===== config.mk =====
export PLATFORM = sky130hd
export DESIGN_NAME = like_pattern_ngram_extractor_top_flat
export DESIGN_NICKNAME = d
export VERILOG_FILES = /design/src/rtl/core/lpng_pkg.sv /design/src/rtl/core/lpng_if.sv /design/src/rtl/core/lpng_front.sv /design/src/rtl/core/lpng_cell.sv /design/src/rtl/core/lpng_emit.sv /design/src/rtl/core/like_pattern_ngram_extractor_top.sv /design/src/flat_wrapper.sv
export SDC_FILE = /design/constraint.sdc
export NUM_CORES = 1
export LEC_CHECK = 0
export BUFFER_PORTS_ARGS = -buffer_cell sky130_fd_sc_hd__buf_2
export CORE_ASPECT_RATIO = 1.2
export CORE_MARGIN = 4
export CORE_UTILIZATION = 64
export CTS_CLUSTER_DIAMETER = 150
export CTS_CLUSTER_SIZE = 40
export DETAILED_ROUTE_END_ITERATION = 8
export GPL_ROUTABILITY_DRIVEN = 1
export PLACE_DENSITY = 0.88
export SKIP_CTS_REPAIR_TIMING = 1
export SLEW_MARGIN = 25
export SYNTH_ARGS = -nofsm -noshare
export SYNTH_HDL_FRONTEND = slang
export SYNTH_SLANG_ARGS = --single-unit

===== constraint.sdc =====
create_clock -name clk -period 9.23 [get_ports clk]
set_clock_uncertainty 0.15 [all_clocks]
set_input_delay 0.4615 -clock clk [delete_from_list [all_inputs] [get_ports clk]]
set_output_delay 0.4615 -clock clk [all_outputs]
set_load 0.005 [all_outputs]

===== src/rtl/core/lpng_pkg.sv =====
// ----------------------------------------------------------------------------
// lpng_pkg - LIKE pattern n-gram extractor package
// Shared types, character codes and the UTF-8 lead byte decode.
// ----------------------------------------------------------------------------
package lpng_pkg;

    localparam int BYTE_W = 8;
    localparam int CFG_W  = 4;

    localparam logic [CFG_W-1:0]  GRAM_RESET    = 4'd3;

    localparam logic [BYTE_W-1:0] CH_PERCENT    = 8'h25;
    localparam logic [BYTE_W-1:0] CH_UNDERSCORE = 8'h5F;
    localparam logic [BYTE_W-1:0] CH_SPACE      = 8'h20;
    localparam logic [BYTE_W-1:0] CH_BACKSLASH  = 8'h5C;
    localparam logic [BYTE_W-1:0] ASCII_LIMIT   = 8'h80;
    localparam logic [BYTE_W-1:0] LEAD_INVALID  = 8'hF8;

    // One code point as held in a window cell, first byte in the low lane
    typedef struct packed {
        logic [31:0] bytes;
        logic [2:0]  size;
    } point_t;

    // Front end to window control
    typedef struct packed {
        logic   push;   // completed code point enters the window
        logic   wipe;   // window empties after this word
        point_t point;
    } front_ctrl_t;

    // Code point length from its first byte
    function automatic logic [2:0] lead_length(input logic [BYTE_W-1:0] b);
        logic [2:0] len;
        if (b < ASCII_LIMIT || b >= LEAD_INVALID)
            len = 3'd1;
        else if (b[6] == 1'b0)
            len = 3'd1;
        else if (b[5] == 1'b0)
            len = 3'd2;
        else if (b[4] == 1'b0)
            len = 3'd3;
        else
            len = 3'd4;
        return len;
    endfunction

endpackage


===== src/rtl/core/lpng_if.sv =====
// ----------------------------------------------------------------------------
// lpng_if - channel interfaces
// Valid/ready channels for pattern bytes in and n-gram bytes out.
// ----------------------------------------------------------------------------
interface lpng_in_if;
    logic       valid;
    logic       ready;
    logic [7:0] pattern_byte;
    logic       end_of_pattern;

    modport source (output valid, output pattern_byte, output end_of_pattern, input ready);
    modport sink   (input valid, input pattern_byte, input end_of_pattern, output ready);
endinterface

interface lpng_out_if;
    logic       valid;
    logic       ready;
    logic [7:0] gram_byte;
    logic       gram_last;

    modport source (output valid, output gram_byte, output gram_last, input ready);
    modport sink   (input valid, input gram_byte, input gram_last, output ready);
endinterface


===== src/rtl/core/lpng_front.sv =====
// ----------------------------------------------------------------------------
// lpng_front - escape handling and UTF-8 code point assembly
// Turns accepted pattern bytes into window pushes and window wipes.
// ----------------------------------------------------------------------------
module lpng_front (
    input  logic                 clk,
    input  logic                 rst_n,
    input  logic                 accept,
    input  logic [7:0]           pattern_byte,
    input  logic                 end_of_pattern,
    output lpng_pkg::front_ctrl_t ctrl
);

    logic        esc_reg,    esc_next;
    logic [31:0] pbytes_reg, pbytes_next;
    logic [2:0]  pexp_reg,   pexp_next;
    logic [2:0]  prcv_reg,   prcv_next;

    logic [31:0] merged;
    logic [2:0]  rcv_inc;
    logic [2:0]  lead;
    logic        is_lit;
    logic        is_wild;

    always_comb
    begin
        merged  = pbytes_reg | (32'(pattern_byte) << {prcv_reg[1:0], 3'b000});
        rcv_inc = prcv_reg + 3'd1;
        lead    = lpng_pkg::lead_length(pattern_byte);
        is_lit  = (pattern_byte == lpng_pkg::CH_PERCENT)
               || (pattern_byte == lpng_pkg::CH_UNDERSCORE)
               || (pattern_byte == lpng_pkg::CH_BACKSLASH);
        is_wild = (pattern_byte == lpng_pkg::CH_PERCENT)
               || (pattern_byte == lpng_pkg::CH_UNDERSCORE)
               || (pattern_byte == lpng_pkg::CH_SPACE);

        esc_next    = esc_reg;
        pbytes_next = pbytes_reg;
        pexp_next   = pexp_reg;
        prcv_next   = prcv_reg;
        ctrl        = '0;

        if (accept)
        begin
            if (pexp_reg != 3'd0)
            begin
                // continuation bytes taken raw
                if (rcv_inc >= pexp_reg)
                begin
                    ctrl.push        = 1'b1;
                    ctrl.point.bytes = merged;
                    ctrl.point.size  = pexp_reg;
                    pbytes_next      = '0;
                    pexp_next        = 3'd0;
                    prcv_next        = 3'd0;
                end
                else
                begin
                    pbytes_next = merged;
                    prcv_next   = rcv_inc;
                end
            end
            else if (esc_reg && is_lit)
            begin
                esc_next         = 1'b0;
                ctrl.push        = 1'b1;
                ctrl.point.bytes = 32'(pattern_byte);
                ctrl.point.size  = 3'd1;
            end
            else if (!esc_reg && is_wild)
            begin
                ctrl.wipe = 1'b1;
            end
            else if (!esc_reg && pattern_byte == lpng_pkg::CH_BACKSLASH)
            begin
                esc_next = 1'b1;
            end
            else
            begin
                esc_next = 1'b0;
                if (lead == 3'd1)
                begin
                    ctrl.push        = 1'b1;
                    ctrl.point.bytes = 32'(pattern_byte);
                    ctrl.point.size  = 3'd1;
                end
                else
                begin
                    pbytes_next = 32'(pattern_byte);
                    pexp_next   = lead;
                    prcv_next   = 3'd1;
                end
            end

            if (end_of_pattern)
            begin
                ctrl.wipe   = 1'b1;
                esc_next    = 1'b0;
                pbytes_next = '0;
                pexp_next   = 3'd0;
                prcv_next   = 3'd0;
            end
        end
    end

    always_ff @(posedge clk or negedge rst_n)
    begin
        if (!rst_n)
        begin
            esc_reg    <= 1'b0;
            pbytes_reg <= '0;
            pexp_reg   <= 3'd0;
            prcv_reg   <= 3'd0;
        end
        else
        begin
            esc_reg    <= esc_next;
            pbytes_reg <= pbytes_next;
            pexp_reg   <= pexp_next;
            prcv_reg   <= prcv_next;
        end
    end

endmodule


===== src/rtl/core/lpng_cell.sv =====
// ----------------------------------------------------------------------------
// lpng_cell - one window cell
// Holds one code point; takes its neighbour's point on each push.
// ----------------------------------------------------------------------------
module lpng_cell (
    input  logic             clk,
    input  logic             shift,
    input  lpng_pkg::point_t din,
    output lpng_pkg::point_t dout
);

    lpng_pkg::point_t pt_reg;

    always_ff @(posedge clk)
    begin
        if (shift)
            pt_reg <= din;
    end

    assign dout = pt_reg;

endmodule


===== src/rtl/core/lpng_emit.sv =====
// ----------------------------------------------------------------------------
// lpng_emit - n-gram byte emitter
// Walks the window cells oldest first, one byte per cycle while gram is
// ready, into an output register.
// ----------------------------------------------------------------------------
module lpng_emit #(
    parameter int MAX_GRAM = 8,
    localparam int IDX_W   = (MAX_GRAM > 1) ? $clog2(MAX_GRAM) : 1
) (
    input  logic                 clk,
    input  logic                 rst_n,
    input  logic                 start,
    input  logic [IDX_W-1:0]     k_start,
    input  lpng_pkg::point_t     window [MAX_GRAM],
    output logic                 busy,
    lpng_out_if.source           gram
);

    logic             busy_reg,  busy_next;
    logic [IDX_W-1:0] k_reg,     k_next;
    logic [1:0]       j_reg,     j_next;
    logic             ovld_reg,  ovld_next;
    logic [7:0]       obyte_reg, obyte_next;
    logic             olast_reg, olast_next;

    lpng_pkg::point_t cur;
    logic             ld;
    logic             pt_end;

    always_comb
    begin
        cur    = window[k_reg];
        ld     = busy_reg && (!ovld_reg || gram.ready);
        pt_end = ({1'b0, j_reg} == (cur.size - 3'd1));

        busy_next  = busy_reg;
        k_next     = k_reg;
        j_next     = j_reg;
        obyte_next = obyte_reg;
        olast_next = olast_reg;
        ovld_next  = ovld_reg && !gram.ready;

        if (start)
        begin
            busy_next = 1'b1;
            k_next    = k_start;
            j_next    = 2'd0;
        end
        else if (ld)
        begin
            ovld_next  = 1'b1;
            obyte_next = cur.bytes[{j_reg, 3'b000} +: 8];
            olast_next = pt_end && (k_reg == '0);
            if (pt_end)
            begin
                j_next = 2'd0;
                if (k_reg == '0)
                    busy_next = 1'b0;
                else
                    k_next = k_reg - 1'b1;
            end
            else
            begin
                j_next = j_reg + 2'd1;
            end
        end
    end

    always_ff @(posedge clk or negedge rst_n)
    begin
        if (!rst_n)
        begin
            busy_reg <= 1'b0;
            ovld_reg <= 1'b0;
            k_reg    <= '0;
            j_reg    <= 2'd0;
        end
        else
        begin
            busy_reg <= busy_next;
            ovld_reg <= ovld_next;
            k_reg    <= k_next;
            j_reg    <= j_next;
        end
    end

    always_ff @(posedge clk)
    begin
        obyte_reg <= obyte_next;
        olast_reg <= olast_next;
    end

    assign busy           = busy_reg;
    assign gram.valid     = ovld_reg;
    assign gram.gram_byte = obyte_reg;
    assign gram.gram_last = olast_reg;

endmodule


===== src/rtl/core/like_pattern_ngram_extractor_top.sv =====
// ----------------------------------------------------------------------------
// like_pattern_ngram_extractor_top - LIKE pattern UTF-8 n-gram extractor
// Slides a window of code points over pattern bytes and emits n-grams.
// ----------------------------------------------------------------------------
// Usage:
//   pattern : valid/ready channel, one pattern byte per word plus an
//             end-of-pattern flag. A word is taken when valid and ready meet.
//   gram    : valid/ready channel, one n-gram byte per word, oldest code
//             point first, gram_last set on the final byte of each n-gram.
//   cfg_we / cfg_data : writes gram_length (0 acts as 1, above MAX_GRAM acts
//             as MAX_GRAM). Write only while idle.
// Timing: a word that completes a full window starts the emitter at the
//   accepting edge; the emitter then loads the first n-gram byte into the
//   output register, then one byte per cycle while gram is ready; this walk
//   over the window sets the rate. pattern.ready is low while the emitter
//   walks the cells, so such a word blocks pattern; other words do not.
// Reset: gram_length returns to 3, escape, partial code point and window
//   fill clear at once; the cells need no clearing since the fill count
//   guards them.
// Stall: when gram.ready is low the output register holds its byte and the
//   emitter waits; pattern stays blocked until the last byte is loaded.
// ----------------------------------------------------------------------------
module like_pattern_ngram_extractor_top #(
    parameter int MAX_GRAM = 8
) (
    input  logic                       clk,
    input  logic                       rst_n,
    lpng_in_if.sink                    pattern,
    lpng_out_if.source                 gram,
    input  logic                       cfg_we,
    input  logic [lpng_pkg::CFG_W-1:0] cfg_data
);

    localparam int IDX_W  = (MAX_GRAM > 1) ? $clog2(MAX_GRAM) : 1;
    localparam int FILL_W = $clog2(MAX_GRAM + 1);

    // configuration
    logic [lpng_pkg::CFG_W-1:0] gram_length_reg;

    // window occupancy, saturates at MAX_GRAM
    logic [FILL_W-1:0] fill_reg, fill_next;
    logic [FILL_W-1:0] fill_pushed;
    logic [FILL_W-1:0] eff;

    logic                  accept;
    logic                  busy;
    logic                  start;
    logic [IDX_W-1:0]      k_start;
    lpng_pkg::front_ctrl_t ctrl;
    lpng_pkg::point_t      window [MAX_GRAM];

    assign accept        = pattern.valid && pattern.ready;
    assign pattern.ready = !busy;

    lpng_front u_front (
        .clk            (clk),
        .rst_n          (rst_n),
        .accept         (accept),
        .pattern_byte   (pattern.pattern_byte),
        .end_of_pattern (pattern.end_of_pattern),
        .ctrl           (ctrl)
    );

    // Chain of cells: newest point enters cell 0, the rest move one along
    for (genvar i = 0; i < MAX_GRAM; i++)
    begin : g_cell
        if (i == 0)
        begin : g_head
            lpng_cell u_cell (
                .clk   (clk),
                .shift (ctrl.push),
                .din   (ctrl.point),
                .dout  (window[i])
            );
        end
        else
        begin : g_body
            lpng_cell u_cell (
                .clk   (clk),
                .shift (ctrl.push),
                .din   (window[i-1]),
                .dout  (window[i])
            );
        end
    end

    // Effective gram length and the emit decision
    always_comb
    begin
        if (gram_length_reg == '0)
            eff = FILL_W'(1);
        else if (32'(gram_length_reg) > 32'(MAX_GRAM))
            eff = FILL_W'(MAX_GRAM);
        else
            eff = FILL_W'(gram_length_reg);

        if (fill_reg == FILL_W'(MAX_GRAM))
            fill_pushed = fill_reg;
        else
            fill_pushed = fill_reg + FILL_W'(1);

        // oldest point of the n-gram sits in cell eff-1
        start   = ctrl.push && (fill_pushed >= eff);
        k_start = IDX_W'(eff - FILL_W'(1));

        if (ctrl.wipe)
            fill_next = '0;
        else if (ctrl.push)
            fill_next = fill_pushed;
        else
            fill_next = fill_reg;
    end

    always_ff @(posedge clk or negedge rst_n)
    begin
        if (!rst_n)
        begin
            gram_length_reg <= lpng_pkg::GRAM_RESET;
            fill_reg        <= '0;
        end
        else
        begin
            if (cfg_we)
                gram_length_reg <= cfg_data;
            fill_reg <= fill_next;
        end
    end

    lpng_emit #(
        .MAX_GRAM (MAX_GRAM)
    ) u_emit (
        .clk     (clk),
        .rst_n   (rst_n),
        .start   (start),
        .k_start (k_start),
        .window  (window),
        .busy    (busy),
        .gram    (gram)
    );

`ifndef SYNTHESIS
    // no pattern word taken while the emitter is busy
    a_block_while_busy: assert property (@(posedge clk) disable iff (!rst_n)
        busy |-> !pattern.ready)
        else $error("pattern accepted during emission");

    // an emit decision always starts the emitter
    a_start_busy: assert property (@(posedge clk) disable iff (!rst_n)
        start |=> busy)
        else $error("emission did not start");

    // fill count stays within the cell chain
    a_fill_range: assert property (@(posedge clk) disable iff (!rst_n)
        32'(fill_reg) <= 32'(MAX_GRAM))
        else $error("window fill out of range");

    // emit decision only on a push with an accepted word
    a_start_push: assert property (@(posedge clk) disable iff (!rst_n)
        start |-> (accept && ctrl.push))
        else $error("emission without a push");
`endif

endmodule

===== src/flat_wrapper.sv =====
// flat-port wrapper written by rule: the top's interface ports become plain ports
module like_pattern_ngram_extractor_top_flat 
#(
    parameter int MAX_GRAM = 8
)
  (clk, rst_n, cfg_we, cfg_data, pattern_valid, pattern_pattern_byte, pattern_end_of_pattern, pattern_ready, gram_valid, gram_gram_byte, gram_gram_last, gram_ready);
  lpng_in_if pattern_i ();
  lpng_out_if gram_i ();
  input  logic clk;
  input  logic rst_n;
  input  logic cfg_we;
  input  logic [lpng_pkg::CFG_W-1:0] cfg_data;
  input wire logic [$bits(pattern_i.valid)-1:0] pattern_valid;
  input wire logic [$bits(pattern_i.pattern_byte)-1:0] pattern_pattern_byte;
  input wire logic [$bits(pattern_i.end_of_pattern)-1:0] pattern_end_of_pattern;
  output wire logic [$bits(pattern_i.ready)-1:0] pattern_ready;
  output wire logic [$bits(gram_i.valid)-1:0] gram_valid;
  output wire logic [$bits(gram_i.gram_byte)-1:0] gram_gram_byte;
  output wire logic [$bits(gram_i.gram_last)-1:0] gram_gram_last;
  input wire logic [$bits(gram_i.ready)-1:0] gram_ready;
  assign pattern_i.valid = pattern_valid;
  assign pattern_i.pattern_byte = pattern_pattern_byte;
  assign pattern_i.end_of_pattern = pattern_end_of_pattern;
  assign pattern_ready = pattern_i.ready;
  assign gram_valid = gram_i.valid;
  assign gram_gram_byte = gram_i.gram_byte;
  assign gram_gram_last = gram_i.gram_last;
  assign gram_i.ready = gram_ready;
  like_pattern_ngram_extractor_top #(.MAX_GRAM(MAX_GRAM)) u_core (.clk(clk), .rst_n(rst_n), .pattern(pattern_i), .gram(gram_i), .cfg_we(cfg_we), .cfg_data(cfg_data));
endmodule

======== Word-level counts from Yosys, hierarchy flattened ========
Index checks and enable logic that the tools add are counted.
W data, S select, Z words.
word-level totals
  memory bits (read-only) ................. 0
  memory bits (writable) .................. 0
  bits in latches ......................... 0
  memories ................................ 0
  flip-flop bits (word level) ............. 343
  logic and storage cells ................. 158
operators by class
  order comparisons ....................... 6
  shift operators ......................... 2
  eq/ne operators ......................... 15
  $mul .................................... 0
  add/subtract/negate cells ............... 6
  reduce and logical (&&, ||, !) cells .... 30
  divide/modulo/power cells ............... 0
  bitwise logic cells ..................... 3
  mux-type cells .......................... 68
operators with widths
  cell                   count
  $mux W32               7
  $mux W35               4
  $bmux W35 S3           1
  $mux W3                22
  $mux W11               4
  $mux W37               1
  $or A32 B32 Y32        1
  $shiftx A32 B6 Y8      1
  $shl A8 B5 Y32         1
  $mux W1                21
  $mux W4                5
  $eq A8 B6 Y1 const B   2
  $eq A8 B7 Y1 const B   2
  $ne A3 B3 Y1 const B   5
  $reduce_and A3 Y1      3
  $sub A3 B1 Y3 const B  3
  $ge A8 B8 Y1 const B   1
  $logic_and A1 B1 Y1    8
  $lt A8 B8 Y1 const B   1
  $reduce_bool A2 Y1     4
  $mux W2                3
  $reduce_and A6 Y1      1
  $logic_or A1 B1 Y1     5
  $reduce_and A5 Y1      1
  20 further kinds       23

======== Depth between registers and ports, before layout ========
  word-level depth ........................ 14
  gate-level depth with buffers ........... 18
  depth with buffers taken out ............ 17

======== Hierarchy ========
Synthesis repeated with hierarchy kept, for this count alone.
unflattened totals
  cell total of the unflattened synthesis .. 799
  area total of the unflattened synthesis .. 14124.8 um^2
by module, submodules not included
  module                            cells an instance  times used  area each (um^2)
  lpng_cell                         35                 8           1051.0
  lpng_emit                         204                1           2930.3
  lpng_front                        258                1           2234.6
  like_pattern_ngram_extractor_top  57                 1           551.8

======== Worst setup path before layout ========
OpenSTA, ideal clock, no wires.
  kind .................................... register to register
  start ................................... register u_core.u_front.prcv_reg[0]
  end ..................................... register u_core.g_cell[0].g_head.u_cell.pt_reg (netlist bit u_core.g_cell[0].g_head.u_cell.dout[0]) (enable)
  library setup time ...................... 0.507 ns
  required time ........................... 8.573 ns
  buffers on the path ..................... 1
  stages on the path, launching flop included .. 10
  arrival time ............................ 5.006 ns
  path slack .............................. 3.568 ns
  cells stage by stage .................... dfrtp_1 > ha_1 > xor2_1 > ha_1 > nand2_1 > o21a_1 > nor3_2 > a31oi_4 > buf_6 > inv_2
on the way
  cells in the longest elaborated chain, start to end .. 5
ends and longest elaborated chain
  element                                   RTL line           RTL
  start: declaration                        lpng_front.sv:17   logic [2:0] prcv_reg, prcv_next;
  start signal: assignment                  lpng_front.sv:120  prcv_reg <= prcv_next;
  $add A3 B1 Y3                             lpng_front.sv:28   rcv_inc = prcv_reg + 3'd1;
  $ge A3 B3 Y1                              lpng_front.sv:48   if (rcv_inc >= pexp_reg)
  $mux W1                                   lpng_front.sv:48
  $mux W1                                   lpng_front.sv:45   if (pexp_reg != 3'd0)
  $mux W37                                  lpng_front.sv:43   if (accept)
  net u_core.g_cell[0].g_head.u_cell.shift  lpng_cell.sv:7     input logic shift,
  end signal: assignment                    lpng_cell.sv:17    pt_reg <= din;
  end: declaration                          lpng_cell.sv:12    lpng_pkg::point_t pt_reg;
The timed path passes the listed nets, and every way through them passes these cells.
A chain may end at the register's enable or synchronous reset.

======== Final worst setup path ========
  start ................................... register u_core.u_front.prcv_reg[0]
  end ..................................... register u_core.g_cell[7].g_body.u_cell.pt_reg (netlist bit u_core.g_cell[7].g_body.u_cell.dout[31]) (enable)
on the way
  cells in the longest elaborated chain, start to end .. 5
ends and longest elaborated chain
  element                                   RTL line
  $add A3 B1 Y3                             lpng_front.sv:28
  $ge A3 B3 Y1                              lpng_front.sv:48
  $mux W1                                   lpng_front.sv:48
  $mux W1                                   lpng_front.sv:45
  $mux W37                                  lpng_front.sv:43
  net u_core.g_cell[0].g_head.u_cell.shift  lpng_cell.sv:7
  end signal: assignment                    lpng_cell.sv:17
  end: declaration                          lpng_cell.sv:12
The timed path passes the listed nets, and every way through them passes these cells.

==> results.yml <==
setup_path:
  crit_fanout: 177
  worstPathRequired_ns: 9.29
  worstSetupPathType: "reg -> reg"
  crit_arrival_ns: 4.72
  start_kind: "flop"
  crit_path_end_kind: "flop"
yosys:
  synth-seq-cells: 343
  yosysSeqAreaShare: 0.719
  synth_edf_count: 289
  syn-num-nets: 794
  syn_inst: 764
  yosys_warnings: 0
  synth.largest_area_cell: "edfxtp_1"
  async_flop_share: 0.157
  syn_area_per_cell_um2: 18.3
  synth_top_cell_area_share: 0.622
  synth_area_um2: 14000
  synthDistinctLibCells: 52
  ys.flop_type: "edfxtp_1"
  synth_area_leaders: "edfxtp_1 (62%), mux4_2 (14%), dfrtp_1 (9.3%)"
clock_network:
  htreeDepth: 1
  worstSkewPairLatency_ns: 0.50
  path_clk_slew_ns: 0.14
  cts_tree: "yes"
  numCtsBuffers: 12
  cts_root_buffer: "clkbuf_16"
  cts_sinks: 343
  clk_path_buf_depth: 3
grt:
  grt.total_usage: 0.221
  antenna_found_initial: 0
  grt.busiest_layer: "met2"
  grt_max_degree: 178
  overflow: 0
  first_global_vias: 7241
  grt_pass1_wl_um: 41800
  met1_usage: 0.331
  grt_util_met2: 0.368
  grtUsageMet3: 0.0228
sta:
  fin_setup_tns_ns: 0
  timing.final.crit_share: 0.505
  clock.fmax_mhz: 214
  slew_viol_final: 0
  post-route-min-period_ns: 4.66
  final-setup-viol-count: 0
  hold_violations: 0
  slew_headroom: 0.329
  grt_setup_unrepaired: "false"
  worst_slack_ns: 4.57
  worst_pin_slew_ns: 1.00
floorplanning:
  die_w_um: 143
  rows: 58
  die_y_um: 170
  ios: 29
  start_util: 0.659
  coreArea_um2: 21200
  dieArea_um2: 24300
placed_design:
  dpl_worst_slack_ns: 4.41
  gp_congestion: 0.996
  numPortBuffers: 28
  hpwl_um: 16100
min_path:
  hold_class: "in -> reg"
power_and_ir_drop:
  p_leak_uw: 0.00497
  ir_drop_v: 0.000416
  power.total_uw: 4790
  powerDensity_nw_per_um2: 326
cells_and_area:
  drive_gt1_frac: 0.211
  largest_reg_flops: 245
  finalNetCount: 801
  syn2layout_area_growth_pct: 5.32
  antenna_cells: 0
drt:
  first_pass_iters: 6
  wire_per_inst_um: 25.0
  dr_total_vias: 7192
  drc: 0
  viasPerCell: 6.87
  drtIter0Drc: 1093
  wirelength_um: 26200
  detail-route-antenna-nets: 0
status:
  status: "completed"
flow_run:
  cap_violations: 0
-- final cells by class --
| type | count | area [um2] |
|---|---|---|
| Clock inverter | 1 | 20.0 |
| Timing Repair Buffer | 36 | 215 |
| Fill cell | 1243 | 6480 |
| Inverter | 13 | 61.3 |
| Tap cell | 270 | 338 |
| Clock buffer | 19 | 348 |
| Sequential cell | 343 | 10000 |
| Multi-Input combinational cell | 365 | 3680 |
-- Yosys cell counts (all sizes together) (2+ instances only) --
cell    instances
a22o           17
and2            2
xor2            3
or2             2
dfrtp          52
xnor2           5
nand3b          2
clkbuf         19
mux2i           9
o21a            2
dfstp           2
nor2b          10
nor2           69
ha             12
nor3            8
mux4           86
edfxtp        289
inv            13
or3             6
nand3           9
mux2           11
or4             2
buf            24
a21oi          56
o21ai          16
nand2          21
-- where the power goes --
group	internal, uW	total [uW]	switching [uW]
combinational	727	1470	741
sequential	2280	2620	332
clock	272	707	435
-- cells by family (layout without fill, tap and decap cells) --
logic type,count (synthesis),in the layout,share of synthesized area
compound gates,102,102,0.0461
xor+xnor,8,8,0.00556
fa+ha+maj,12,12,0.0108
buf+inv,56,69,0.0179
flops,343,343,0.719
mux,106,106,0.155
simple gates,137,137,0.0462
-- layer usage --
layer | routed length [um] | vias up
met4 | 583 | 0
met5 | 0 | -
li1 | - | 3021
met3 | 1850 | 48
met1 | 10500 | 3733
met2 | 13300 | 390
-- per-stage QoR --
step / std cells / hold WS, ns / instance area (um2) / util
after detailed placement: 1026 / 0.278 / 14300 / 0.676
final: 1047 / 0.0330 / 14700 / 0.694
after CTS: 1046 / -0.0722 / 14700 / 0.693
after floorplan: 764 / 0.0159 / 14000 / -
after global routing: 1047 / 0.0325 / 14700 / 0.694
after global placement: 1025 / 0.277 / 14300 / 0.675
-- cells in the final DEF (no fill, tap or decap), types with 2 or more instances in the layout --
cell / synthesis / final
mux4_2: 86 / 86
ha_1: 12 / 12
or2_1: 2 / 2
clkbuf_16: 0 / 13
a21oi_1: 56 / 56
dfrtp_2: 0 / 2
xnor2_1: 5 / 5
nor3_1: 4 / 4
or4_1: 2 / 2
a22o_1: 17 / 17
buf_2: 17 / 28
xor2_1: 2 / 2
nor2b_1: 10 / 10
mux2i_1: 8 / 8
inv_1: 12 / 12
nand2_1: 21 / 21
o21a_1: 2 / 2
nand3_1: 9 / 8
nor3_2: 4 / 4
nand3b_1: 2 / 2
buf_4: 1 / 6
o21ai_0: 9 / 9
o21ai_1: 7 / 7
edfxtp_1: 289 / 289
or3_1: 6 / 6
nor2_1: 69 / 69
dfrtp_1: 52 / 49
dfstp_2: 2 / 2
mux2_2: 11 / 11
clkbuf_1: 19 / 6
-- final timing paths --
kind | to | depth (start not counted) | slack [ns] | start
setup / recovery | u_core.g_cell[7].g_body.u_cell.dout[31] | 10 | 4.57 | u_core.u_front.prcv_reg[0]
hold / removal | u_core.gram_length_reg[0] | 2 | 0.03 | cfg_data[0]
hold reg to reg | u_core.g_cell[6].g_body.u_cell.dout[30] | 0 | 0.30 | u_core.g_cell[5].g_body.u_cell.dout[30]
min in group asynchronous | u_core.u_front.prcv_reg[1] | 3 | 0.44 | rst_n
max in group asynchronous | u_core.u_emit.k_reg[0] | 3 | 7.97 | rst_n
setup reg to reg | u_core.g_cell[7].g_body.u_cell.dout[31] | 10 | 4.57 | u_core.u_front.prcv_reg[0]
-- critical path: stages, from the launching register on --
cell and delay [ns]:
dfrtp_1 0.50, ha_1 0.28, xor2_1 0.17, ha_1 0.31, nand2_1 0.08, o21a_1 0.20, nor3_2 0.61, a31oi_4 0.20
clkinv_8 0.59, buf_4 0.76, buf_12 0.33
Note: power is estimated with default switching activity, not from simulation.
